--- config.mk ---
export PLATFORM = sky130hd
export DESIGN_NAME = imhdk_ram
export DESIGN_NICKNAME = d
export VERILOG_FILES = /design/src/design/indexed_min_heap_decrease_key_defines.svh /design/src/design/imhdk_ram.sv
export SDC_FILE = /design/constraint.sdc
export NUM_CORES = 1
export LEC_CHECK = 0
export ABC_CLOCK_PERIOD_IN_PS = 1500
export BUFFER_PORTS_ARGS = -buffer_cell sky130_fd_sc_hd__buf_2
export CAP_MARGIN = 40
export CORE_AREA = 2 2 117 119
export DETAILED_ROUTE_END_ITERATION = 10
export DIE_AREA = 0 0 119 121
export RECOVER_POWER = 50
export SYNTH_ARGS = -nofsm -noshare
export SYNTH_HDL_FRONTEND = slang
export SYNTH_SLANG_ARGS = --single-unit
--- constraint.sdc ---
create_clock -name clk -period 1.5 [get_ports clk]
set_input_delay 0.075 -clock clk [delete_from_list [all_inputs] [get_ports clk]]
set_output_delay 0.075 -clock clk [all_outputs]
set_load 0.03 [all_outputs]
--- src/design/indexed_min_heap_decrease_key_defines.svh ---
// Assertion macros used by the indexed min-heap top level.
`ifndef INDEXED_MIN_HEAP_DECREASE_KEY_DEFINES_SVH
`define INDEXED_MIN_HEAP_DECREASE_KEY_DEFINES_SVH

// Same-cycle implication checked on every rising edge outside reset.
`define IMHDK_ASSERT_IMPL(name, ante, cons, msg) \
  name: assert property (@(posedge clk) disable iff (!rst_n) (ante) |-> (cons)) \
    else $error(msg);

// Next-cycle implication checked on every rising edge outside reset.
`define IMHDK_ASSERT_NEXT(name, ante, cons, msg) \
  name: assert property (@(posedge clk) disable iff (!rst_n) (ante) |=> (cons)) \
    else $error(msg);

`endif

--- src/design/imhdk_ram.sv ---
// Generic single-write, single-read RAM with registered read data.
module imhdk_ram #(
  parameter int WIDTH = 8,
  parameter int DEPTH = 16
) (
  input  logic                     clk,
  input  logic                     we,
  input  logic [$clog2(DEPTH)-1:0] waddr,
  input  logic [WIDTH-1:0]         wdata,
  input  logic [$clog2(DEPTH)-1:0] raddr,
  output logic [WIDTH-1:0]         rdata
);

  logic [WIDTH-1:0] mem_r [DEPTH];
  logic [WIDTH-1:0] rdata_r;

  always_ff @(posedge clk) begin
    if (we) begin
      mem_r[waddr] <= wdata;
    end
    rdata_r <= mem_r[raddr];
  end

  assign rdata = rdata_r;

endmodule

==> results.sh, run 1 <==
export IMPL_worstMarginPinSlew_ns=0.784
export IMPL_report_power_total_uw=9050
export IMPL_timing_max_cap_violations=0
export IMPL_critical_path_required_ns=1.79
export IMPL_setup_worst_path_class="register to register"
export IMPL_post_route_min_period_ns=1.40
export IMPL_compound_gate_portion_of_the_synthesized_area=0.0233
export IMPL_post_synth_fa_ha_maj_area_fraction=0
export IMPL_cp_end_kind="register"
export IMPL_crit_path_cell_trace="mux4_1 > a22oi_1 > nand2_1"
export IMPL_hold_slack_ns=0.180
export IMPL_mostFrequentLayoutCells="128 x edfxtp_1, 19 x buf_4, 18 x mux4_2"
export IMPL_synth_top_family_by_area="multiplexers"
export IMPL_post_cts_hold_buffer_count=0
export IMPL_fin_skew_ns=0.00507
export IMPL_drc=0
export IMPL_clk_latency_ns=0.40
export IMPL_leakagePower_uw=0.00209
export IMPL_synth_simple_area_share=0.0318
export IMPL_synth_area_leader_cell="edfxtp_1"
export IMPL_grt_setup_unrepaired="no"
export IMPL_comb_power_share=0.048
export IMPL_layout_commonest_cell="edfxtp_1"
export IMPL_first_global_vias=2477
export IMPL_via_per_inst=5.01
export IMPL_multiInputGateArea_um2=1060
export IMPL_final_layout_size_suffix_gt1_frac=0.292
export IMPL_finalCritPeriodShare=0.931
export IMPL_grt_pass1_wl_um=14300
export IMPL_globalRoute_totalOverflow=0
export IMPL_rows=42
export IMPL_timing_critical_path_slowest_stage_cell="mux4_1"
export IMPL_post_synthesis_net_count=247
export IMPL_post_cts_resized=0
export IMPL_routabilityCongestion=0.713
export IMPL_layout_area_overhead_vs_synth_pct=20.8
export IMPL_synth_area_per_cell_um2=22.5
export IMPL_n_fill_cell=1054
export IMPL_biggest_area_contributors_in_the_synthesized_netlist="edfxtp_1 75%, mux4_2 7.9%, mux4_1 7.1%"
export IMPL_cp_arrival_ns=1.68
export IMPL_root_cell_of_the_clock_tree="clkbuf_16"
export IMPL_synthesis_area_um2=5150
export IMPL_seq_power_share=0.472
export IMPL_drt_total_wl_um=9300
export IMPL_cts_sinks=136
export IMPL_antenna_cells_inserted=0
export IMPL_cp_start_kind="register"
export IMPL_netSwitchingPower_uw=1750
export IMPL_ys_types=19
export IMPL_hold_path_cell_count=1
export IMPL_postSynthRegisterBits=136
export IMPL_synth_area_mux_share=0.150
export IMPL_cell_internal_pwr_uw=7290
export IMPL_netlist_area_leader_share=0.747
export IMPL_fp_dieArea_um2=14400
export IMPL_run_status="finished, final reports clean"
export IMPL_postSynthCellCount=229
export IMPL_maximum_operating_frequency_mhz=716
export IMPL_timing_critical_path_slowest_cell_delay_ns=0.55
export IMPL_gr_usage_all_layers=0.141
export IMPL_final_seq_area_um2=4000
export IMPL_clk_transition_reported_paths_ns=0.06
export IMPL_port_buffers=25
export IMPL_totalNegativeSetupSlack_ns=0
export IMPL_synthXorXnorAreaFrac=0
export IMPL_drt_pass1_iterations=4
export IMPL_ir_drop_worst_vdd_uv=873
export IMPL_cts_inserted_buffers=17
export IMPL_cts_max_path_buffers=2
export IMPL_h_tree_depth=4
export IMPL_post_cts_setup_buffers=0
export IMPL_die_width_um=119
export IMPL_wl_per_cell_um=19.6
export IMPL_detailroute_via_count=2374
export IMPL_timing_reg2reg_worst_path_depth=3
export IMPL_core_area_um2=13100
export IMPL_final_setup_viol_count=0
export IMPL_cellPowerDensity_nw_per_um2=1460
export IMPL_post_dp_hpwl_um=6280
export IMPL_synth_sequential_area_ratio=0.778
export IMPL_antenna_violating_nets_post_route=0
export IMPL_antenna_found_initial=0
export IMPL_layout_nets=303
export IMPL_cts_tree="yes"
export IMPL_initial_core_util=0.393
export IMPL_yosys_warning_count=0
export IMPL_clkPwrFrac=0.480
export IMPL_final_hold_viol_count=0
export IMPL_first_iter_violations=214
export IMPL_timing_critical_path_fanout_max=1
export IMPL_hold_path_class="input port to register"
export IMPL_switching_share=0.194
export IMPL_layout_cell_area_non_filler_um2=6220
export IMPL_pin_count=26
export IMPL_grt_start_max_net_pins=21
export IMPL_report_final_slew_viol_count=0
export IMPL_final_core_utilization=0.475
export IMPL_chipHeight_um=121
export IMPL_slew_limit_headroom=0.476
export IMPL_placed_cell_area_um2=5600
Yosys cell counts:
cell,count
and2b_1,1
and2_1,1
clkdlybuf4s25_2,3
mux4_2,18
edfxtp_1,128
nor2_1,13
buf_4,1
mux4_1,14
buf_6,3
or3b_2,1
nand3_1,1
nor3_1,4
a22oi_1,16
nand2_1,9
dfxtp_1,8
nand3b_1,2
nand2b_1,2
buf_2,3
nor2b_1,1
state kept, by name (all words and copies together), names as in the netlist:
signal and flops:
mem_r 128, rdata 8
kinds of logic (layout without fill, tap and decap cells):
kind of cell	after synthesis	in the layout
flops	136	136
simple gates	35	35
mux	32	32
compound gates	16	16
buf+inv	10	79
worst max-delay path: cells and delay by family, from the launching register on:
family / cells / cell delay [ns]
mux: 1 / 0.55
flops: 1 / 0.37
compound gates: 1 / 0.27
simple gates: 1 / 0.09
cell type report:
type,instances,share of cell area
flip-flops and latches,136,0.644
multi-input cells,83,0.171
clock buffers,21,0.0741
repair buffers,47,0.0483
well taps,176,0.0354
clock inverters,11,0.0274
metrics by stage:
stage	instances	worst slack, ns
6_report	474	0.103
5_1_grt	474	0.0575
4_1_cts	474	0.109
3_5_place_dp	442	-0.0419
3_3_place_gp	442	0.00102
2_1_floorplan	229	0.159
worst paths after layout:
kind | startpoint | end | slack (ns)
max reg2reg | mem_r[5][0] | rdata[0] | 0.10
max | mem_r[5][0] | rdata[0] | 0.10
min reg2reg | mem_r[15][3] | rdata[3] | 0.67
min | wdata[1] | mem_r[4][1] | 0.18
routing by layer:
layer	routed length, um	track usage
met2	4860	0.239
met4	155	0.0580
met5	0	0
met3	393	0.0418
met1	3890	0.169
power by group through the flow:
stage          logic (uW)  clock network (uW)  registers (uW)
2_1_floorplan         216                   0            4400
3_3_place_gp          436                   0            4350
3_5_place_dp          444                   0            4350
4_1_cts               445                4400            4270
5_1_grt               471                4590            4280
6_report              431                4340            4270
(Power assumes the default switching activity.)
==> run 2, diff against run 1 <==
==> constraint.sdc (replaced) <==
create_clock -name clk -period 1.5 [get_ports clk]
set_input_delay 0.15 -clock clk [delete_from_list [all_inputs] [get_ports clk]]
set_output_delay 0.15 -clock clk [all_outputs]
set_load 0.03 [all_outputs]
==> results.sh, run 2 (same netlist as run 1, synthesis figures left out) <==
export IMPL_run_status="finished, final reports clean"
export IMPL_initial_core_util=0.393
export IMPL_timing_critical_path_fanout_max=1
export IMPL_root_cell_of_the_clock_tree="clkbuf_16"
export IMPL_detailroute_via_count=2395
export IMPL_via_per_inst=5.05
export IMPL_slew_limit_headroom=0.500
export IMPL_fin_skew_ns=0.00463
export IMPL_drc=0
export IMPL_final_layout_size_suffix_gt1_frac=0.292
export IMPL_cts_tree="yes"
export IMPL_critical_path_cell_count=3
export IMPL_cts_inserted_buffers=17
export IMPL_largest_register_ff_count=128
export IMPL_antenna_found_initial=0
export IMPL_grt_start_max_net_pins=23
export IMPL_timing_max_cap_violations=0
export IMPL_timing_reg2reg_worst_path_depth=3
export IMPL_routabilityCongestion=0.732
export IMPL_layout_nets=304
export IMPL_core_area_um2=13100
export IMPL_totalNegativeSetupSlack_ns=0
export IMPL_timing_critical_path_slowest_stage_cell="mux4_1"
export IMPL_critical_path_top_delay_family="multiplexers"
export IMPL_worstMarginPinSlew_ns=0.749
export IMPL_pin_count=26
export IMPL_rows=42
export IMPL_post_route_min_period_ns=1.37
export IMPL_setup_worst_path_class="register to register"
export IMPL_final_instance_count_excl_fill=474
export IMPL_die_width_um=119
export IMPL_post_cts_resized=0
export IMPL_layout_area_overhead_vs_synth_pct=18.7
export IMPL_post_cts_setup_buffers=0
export IMPL_crit_start="mem_r[5][2]"
export IMPL_drt_total_wl_um=9360
export IMPL_crit_path_cell_trace="mux4_1 > a22oi_1 > nand2_1"
export IMPL_cp_arrival_ns=1.66
export IMPL_globalRoute_totalOverflow=0
export IMPL_final_core_utilization=0.467
export IMPL_wl_per_cell_um=19.8
export IMPL_first_iter_violations=162
export IMPL_layout_commonest_cell="edfxtp_1"
export IMPL_critical_path_buf_inv_count=0
export IMPL_cellPowerDensity_nw_per_um2=1350
export IMPL_final_hold_viol_count=0
export IMPL_clk_transition_reported_paths_ns=0.05
export IMPL_cts_sinks=136
export IMPL_fp_dieArea_um2=14400
export IMPL_placed_cells_incl_taps=443
export IMPL_leakagePower_uw=0.00205
export IMPL_grt_setup_unrepaired="no"
export IMPL_layout_cell_area_non_filler_um2=6110
export IMPL_post_cts_hold_buffer_count=0
export IMPL_antenna_violating_nets_post_route=0
export IMPL_gr_usage_all_layers=0.144
export IMPL_antenna_cells_inserted=0
export IMPL_cts_max_path_buffers=2
export IMPL_grt_pass1_wl_um=14700
export IMPL_post_dp_hpwl_um=6340
export IMPL_chipHeight_um=121
export IMPL_drt_pass1_iterations=4
export IMPL_hold_path_class="input port to register"
export IMPL_port_buffers=25
export IMPL_r2r_start="mem_r[5][2]"
export IMPL_report_final_slew_viol_count=0
export IMPL_cp_end_kind="register"
export IMPL_h_tree_depth=4
export IMPL_cp_start_kind="register"
export IMPL_finalCritPeriodShare=0.916
export IMPL_mostFrequentLayoutCells="128 x edfxtp_1, 20 x buf_4, 18 x mux4_2"
export IMPL_placed_cell_area_um2=5610
export IMPL_hold_path_cell_count=1
export IMPL_critical_path_required_ns=1.78
export IMPL_report_power_total_uw=8270
export IMPL_ir_drop_worst_vdd_uv=751
export IMPL_maximum_operating_frequency_mhz=728
export IMPL_clk_latency_ns=0.40
export IMPL_hold_start="wdata[1]"
export IMPL_timing_critical_path_slowest_cell_delay_ns=0.55
export IMPL_final_setup_viol_count=0
export IMPL_first_global_vias=2560
export IMPL_largest_register="mem_r"
==> run 2: cell type report <==
cell class	count	area, um^2
Clock buffer	21	460
Clock inverter	10	55.1
Fill cell	1081	6980
Multi-Input combinational cell	83	1060
Timing Repair Buffer	48	308
Tap cell	176	220
Sequential cell	136	4000
==> run 2: metrics by stage <==
step / setup WS, ns / hold WS (ns)
after global routing: 0.0200 / 0.310
after floorplan: 0.0839 / 0.249
after detailed placement: -0.0823 / 0.548
after CTS: 0.119 / 0.119
after global placement: -0.0349 / 0.534
final: 0.125 / 0.270
==> run 2: path summary, 6_finish.rpt <==
kind,endpoint,slack [ns]
worst max-delay path,rdata[2],0.13
worst max register to register,rdata[2],0.13
worst min register to register,rdata[3],0.67
worst min-delay path,mem_r[5][1],0.27
==> run 2: report_power, final <==
| group | internal, uW | switching, uW | total, uW |
|---|---|---|---|
| logic | 174 | 261 | 435 |
| registers | 4250 | 22.3 | 4270 |
| clock network | 2160 | 1400 | 3560 |
| total | 6590 | 1680 | 8270 |
==> run 2: routing by layer <==
metal / wire length, um / vias up / global-route usage / part of all wire
met3: 323 / 10 / 0.0418 / 0.035
met5: 0 / - / 0 / 0
met2: 4870 / 45 / 0.247 / 0.52
met4: 106 / 0 / 0.0513 / 0.011
met1: 4060 / 1255 / 0.173 / 0.43
li1: - / 1085 / - / -
==> run 3, diff against run 2 <==
--- a/config.mk
+++ b/config.mk
@@ -6,11 +6,14 @@
 export NUM_CORES = 1
 export LEC_CHECK = 0
 export ABC_CLOCK_PERIOD_IN_PS = 1500
-export BUFFER_PORTS_ARGS = -buffer_cell sky130_fd_sc_hd__buf_2
 export CAP_MARGIN = 40
+export CELL_PAD_IN_SITES_DETAIL_PLACEMENT = 1
+export CELL_PAD_IN_SITES_GLOBAL_PLACEMENT = 1
 export CORE_AREA = 2 2 117 119
 export DETAILED_ROUTE_END_ITERATION = 10
 export DIE_AREA = 0 0 119 121
+export DONT_BUFFER_PORTS = 1
+export PLACE_DENSITY_LB_ADDON = 0.1
 export RECOVER_POWER = 50
 export SYNTH_ARGS = -nofsm -noshare
 export SYNTH_HDL_FRONTEND = slang
==> constraint.sdc (replaced) <==
create_clock -name clk -period 1.5 [get_ports clk]
set_input_delay 0.3 -clock clk [delete_from_list [all_inputs] [get_ports clk]]
set_output_delay 0.3 -clock clk [all_outputs]
set_load 0.03 [all_outputs]
==> results.sh, run 3 (same netlist as run 1, synthesis figures left out) <==
export IMPL_clk_transition_reported_paths_ns=0.05
export IMPL_timing_max_cap_violations=0
export IMPL_report_final_slew_viol_count=0
export IMPL_run_status="finished, final reports clean"
export IMPL_rows=42
export IMPL_maximum_operating_frequency_mhz=718
export IMPL_cellPowerDensity_nw_per_um2=1400
export IMPL_cts_sinks=136
export IMPL_top_metal_used="met4"
export IMPL_post_cts_setup_buffers=0
export IMPL_critical_path_top_delay_family="multiplexers"
export IMPL_pin_count=26
export IMPL_cp_start_kind="register"
export IMPL_initial_core_util=0.393
export IMPL_post_route_min_period_ns=1.39
export IMPL_core_area_um2=13100
export IMPL_grt_setup_unrepaired="no"
export IMPL_finalCritPeriodShare=0.928
export IMPL_root_cell_of_the_clock_tree="clkbuf_16"
export IMPL_detailroute_via_count=2332
export IMPL_drt_total_wl_um=11300
export IMPL_grt_pass1_wl_um=16900
export IMPL_antenna_found_initial=1
export IMPL_totalNegativeSetupSlack_ns=0
export IMPL_first_iter_violations=196
export IMPL_critical_path_required_ns=1.79
export IMPL_ir_drop_worst_vdd_uv=871
export IMPL_final_core_utilization=0.456
export IMPL_slew_limit_headroom=0.480
export IMPL_antenna_violating_nets_post_route=0
export IMPL_first_global_vias=2469
export IMPL_final_setup_viol_count=0
export IMPL_h_tree_depth=4
export IMPL_final_layout_size_suffix_gt1_frac=0.167
export IMPL_setup_worst_path_class="register to register"
export IMPL_fp_dieArea_um2=14400
export IMPL_timing_critical_path_slowest_stage_cell="mux4_2"
export IMPL_layout_commonest_cell="edfxtp_1"
export IMPL_leakagePower_uw=0.00191
export IMPL_fin_skew_ns=0.00348
export IMPL_wl_per_cell_um=24.9
export IMPL_met3_length_um=622
export IMPL_gr_usage_all_layers=0.173
export IMPL_cp_arrival_ns=1.68
export IMPL_post_dp_hpwl_um=6790
export IMPL_final_hold_viol_count=0
export IMPL_layout_cell_area_non_filler_um2=5960
export IMPL_drc=0
export IMPL_worstMarginPinSlew_ns=0.778
export IMPL_report_power_total_uw=8330
export IMPL_timing_critical_path_slowest_cell_delay_ns=0.53
export IMPL_layout_area_overhead_vs_synth_pct=15.9
export IMPL_globalRoute_totalOverflow=0
export IMPL_cts_inserted_buffers=17
export IMPL_dr_wl_met2_um=5160
export IMPL_grt_start_max_net_pins=33
export IMPL_placed_cell_area_um2=5410
export IMPL_drt_pass1_iterations=4
export IMPL_crit_path_cell_trace="mux4_2 > a22oi_2 > nand2_1"
export IMPL_clk_latency_ns=0.41
export IMPL_largest_register="mem_r"
export IMPL_m1WireLength_um=5310
export IMPL_chipHeight_um=121
export IMPL_critical_path_buf_inv_count=0
export IMPL_timing_critical_path_fanout_max=1
export IMPL_routabilityCongestion=0.701
export IMPL_hold_path_class="input port to register"
export IMPL_cts_max_path_buffers=2
export IMPL_cts_tree="yes"
export IMPL_mostFrequentLayoutCells="128 x edfxtp_1, 22 x clkbuf_1, 18 x mux4_2"
export IMPL_die_width_um=119
export IMPL_layout_nets=280
export IMPL_port_buffers=0
export IMPL_cp_end_kind="register"
export IMPL_via_per_inst=5.16
export IMPL_largest_register_ff_count=128
run 3: changes by cell type in the layout (fill, tap and decap cells not counted), moves of 6 or more:
cell	delta
buf_4	-20
clkinv_2	-6
clkbuf_1	+10
dlygate4sd3_1	+8
buf_2	-16
run 3: per-stage QoR:
step / setup WS (ns) / hold slack, ns / std cells
after floorplan: -0.0661 / 0.399 / 229
after global routing: 0.0345 / 0.178 / 452
final: 0.108 / 0.188 / 452
after CTS: 0.0106 / 0.174 / 451
after global placement: 0.0425 / 0.400 / 411
after detailed placement: 0.0194 / 0.400 / 411
run 3: final cells by class:
| class | instances | area, um^2 |
|---|---|---|
| diodes | 1 | 2.50 |
| clock buffers | 28 | 507 |
| clock inverters | 4 | 17.5 |
| fillers | 1198 | 7120 |
| multi-input cells | 83 | 1070 |
| flip-flops and latches | 136 | 4000 |
| well taps | 176 | 220 |
| repair buffers | 24 | 141 |
run 3: final timing paths:
kind                      from        to  slack [ns]  cells past startpoint
hold reg to reg   mem_r[14][2]  rdata[2]        0.67                      3
setup / recovery   mem_r[2][4]  rdata[4]        0.11                      3
hold / removal        raddr[1]  rdata[0]        0.19                      3
setup reg to reg   mem_r[2][4]  rdata[4]        0.11                      3
run 3: report_power, final:
group / leakage, uW / switching, uW / internal [uW]
clock: 0.000257 / 1420 / 2270
sequential: 0.00122 / 83.5 / 4250
combinational: 0.000427 / 164 / 138
run 3: what timing repair did:
| item | in CTS | in global routing |
|---|---|---|
| gates resized for setup | 0 | 2 |
| endpoints found under the hold margin | 128 | 0 |
| hold buffers | 8 | 0 |
| setup endpoints to repair | 0 | 2 |
run 3: per-layer routing:
metal | vias up | global-route usage
li1 | 1038 | -
met1 | 1228 | 0.245
met4 | 0 | 0.0647
met2 | 53 | 0.248
met5 | - | 0
met3 | 13 | 0.0597
run 3: worst register-to-register path: stages, from the launching register on:
cell and delay [ns]:
edfxtp_1 0.39, mux4_2 0.53, a22oi_2 0.24, nand2_1 0.12
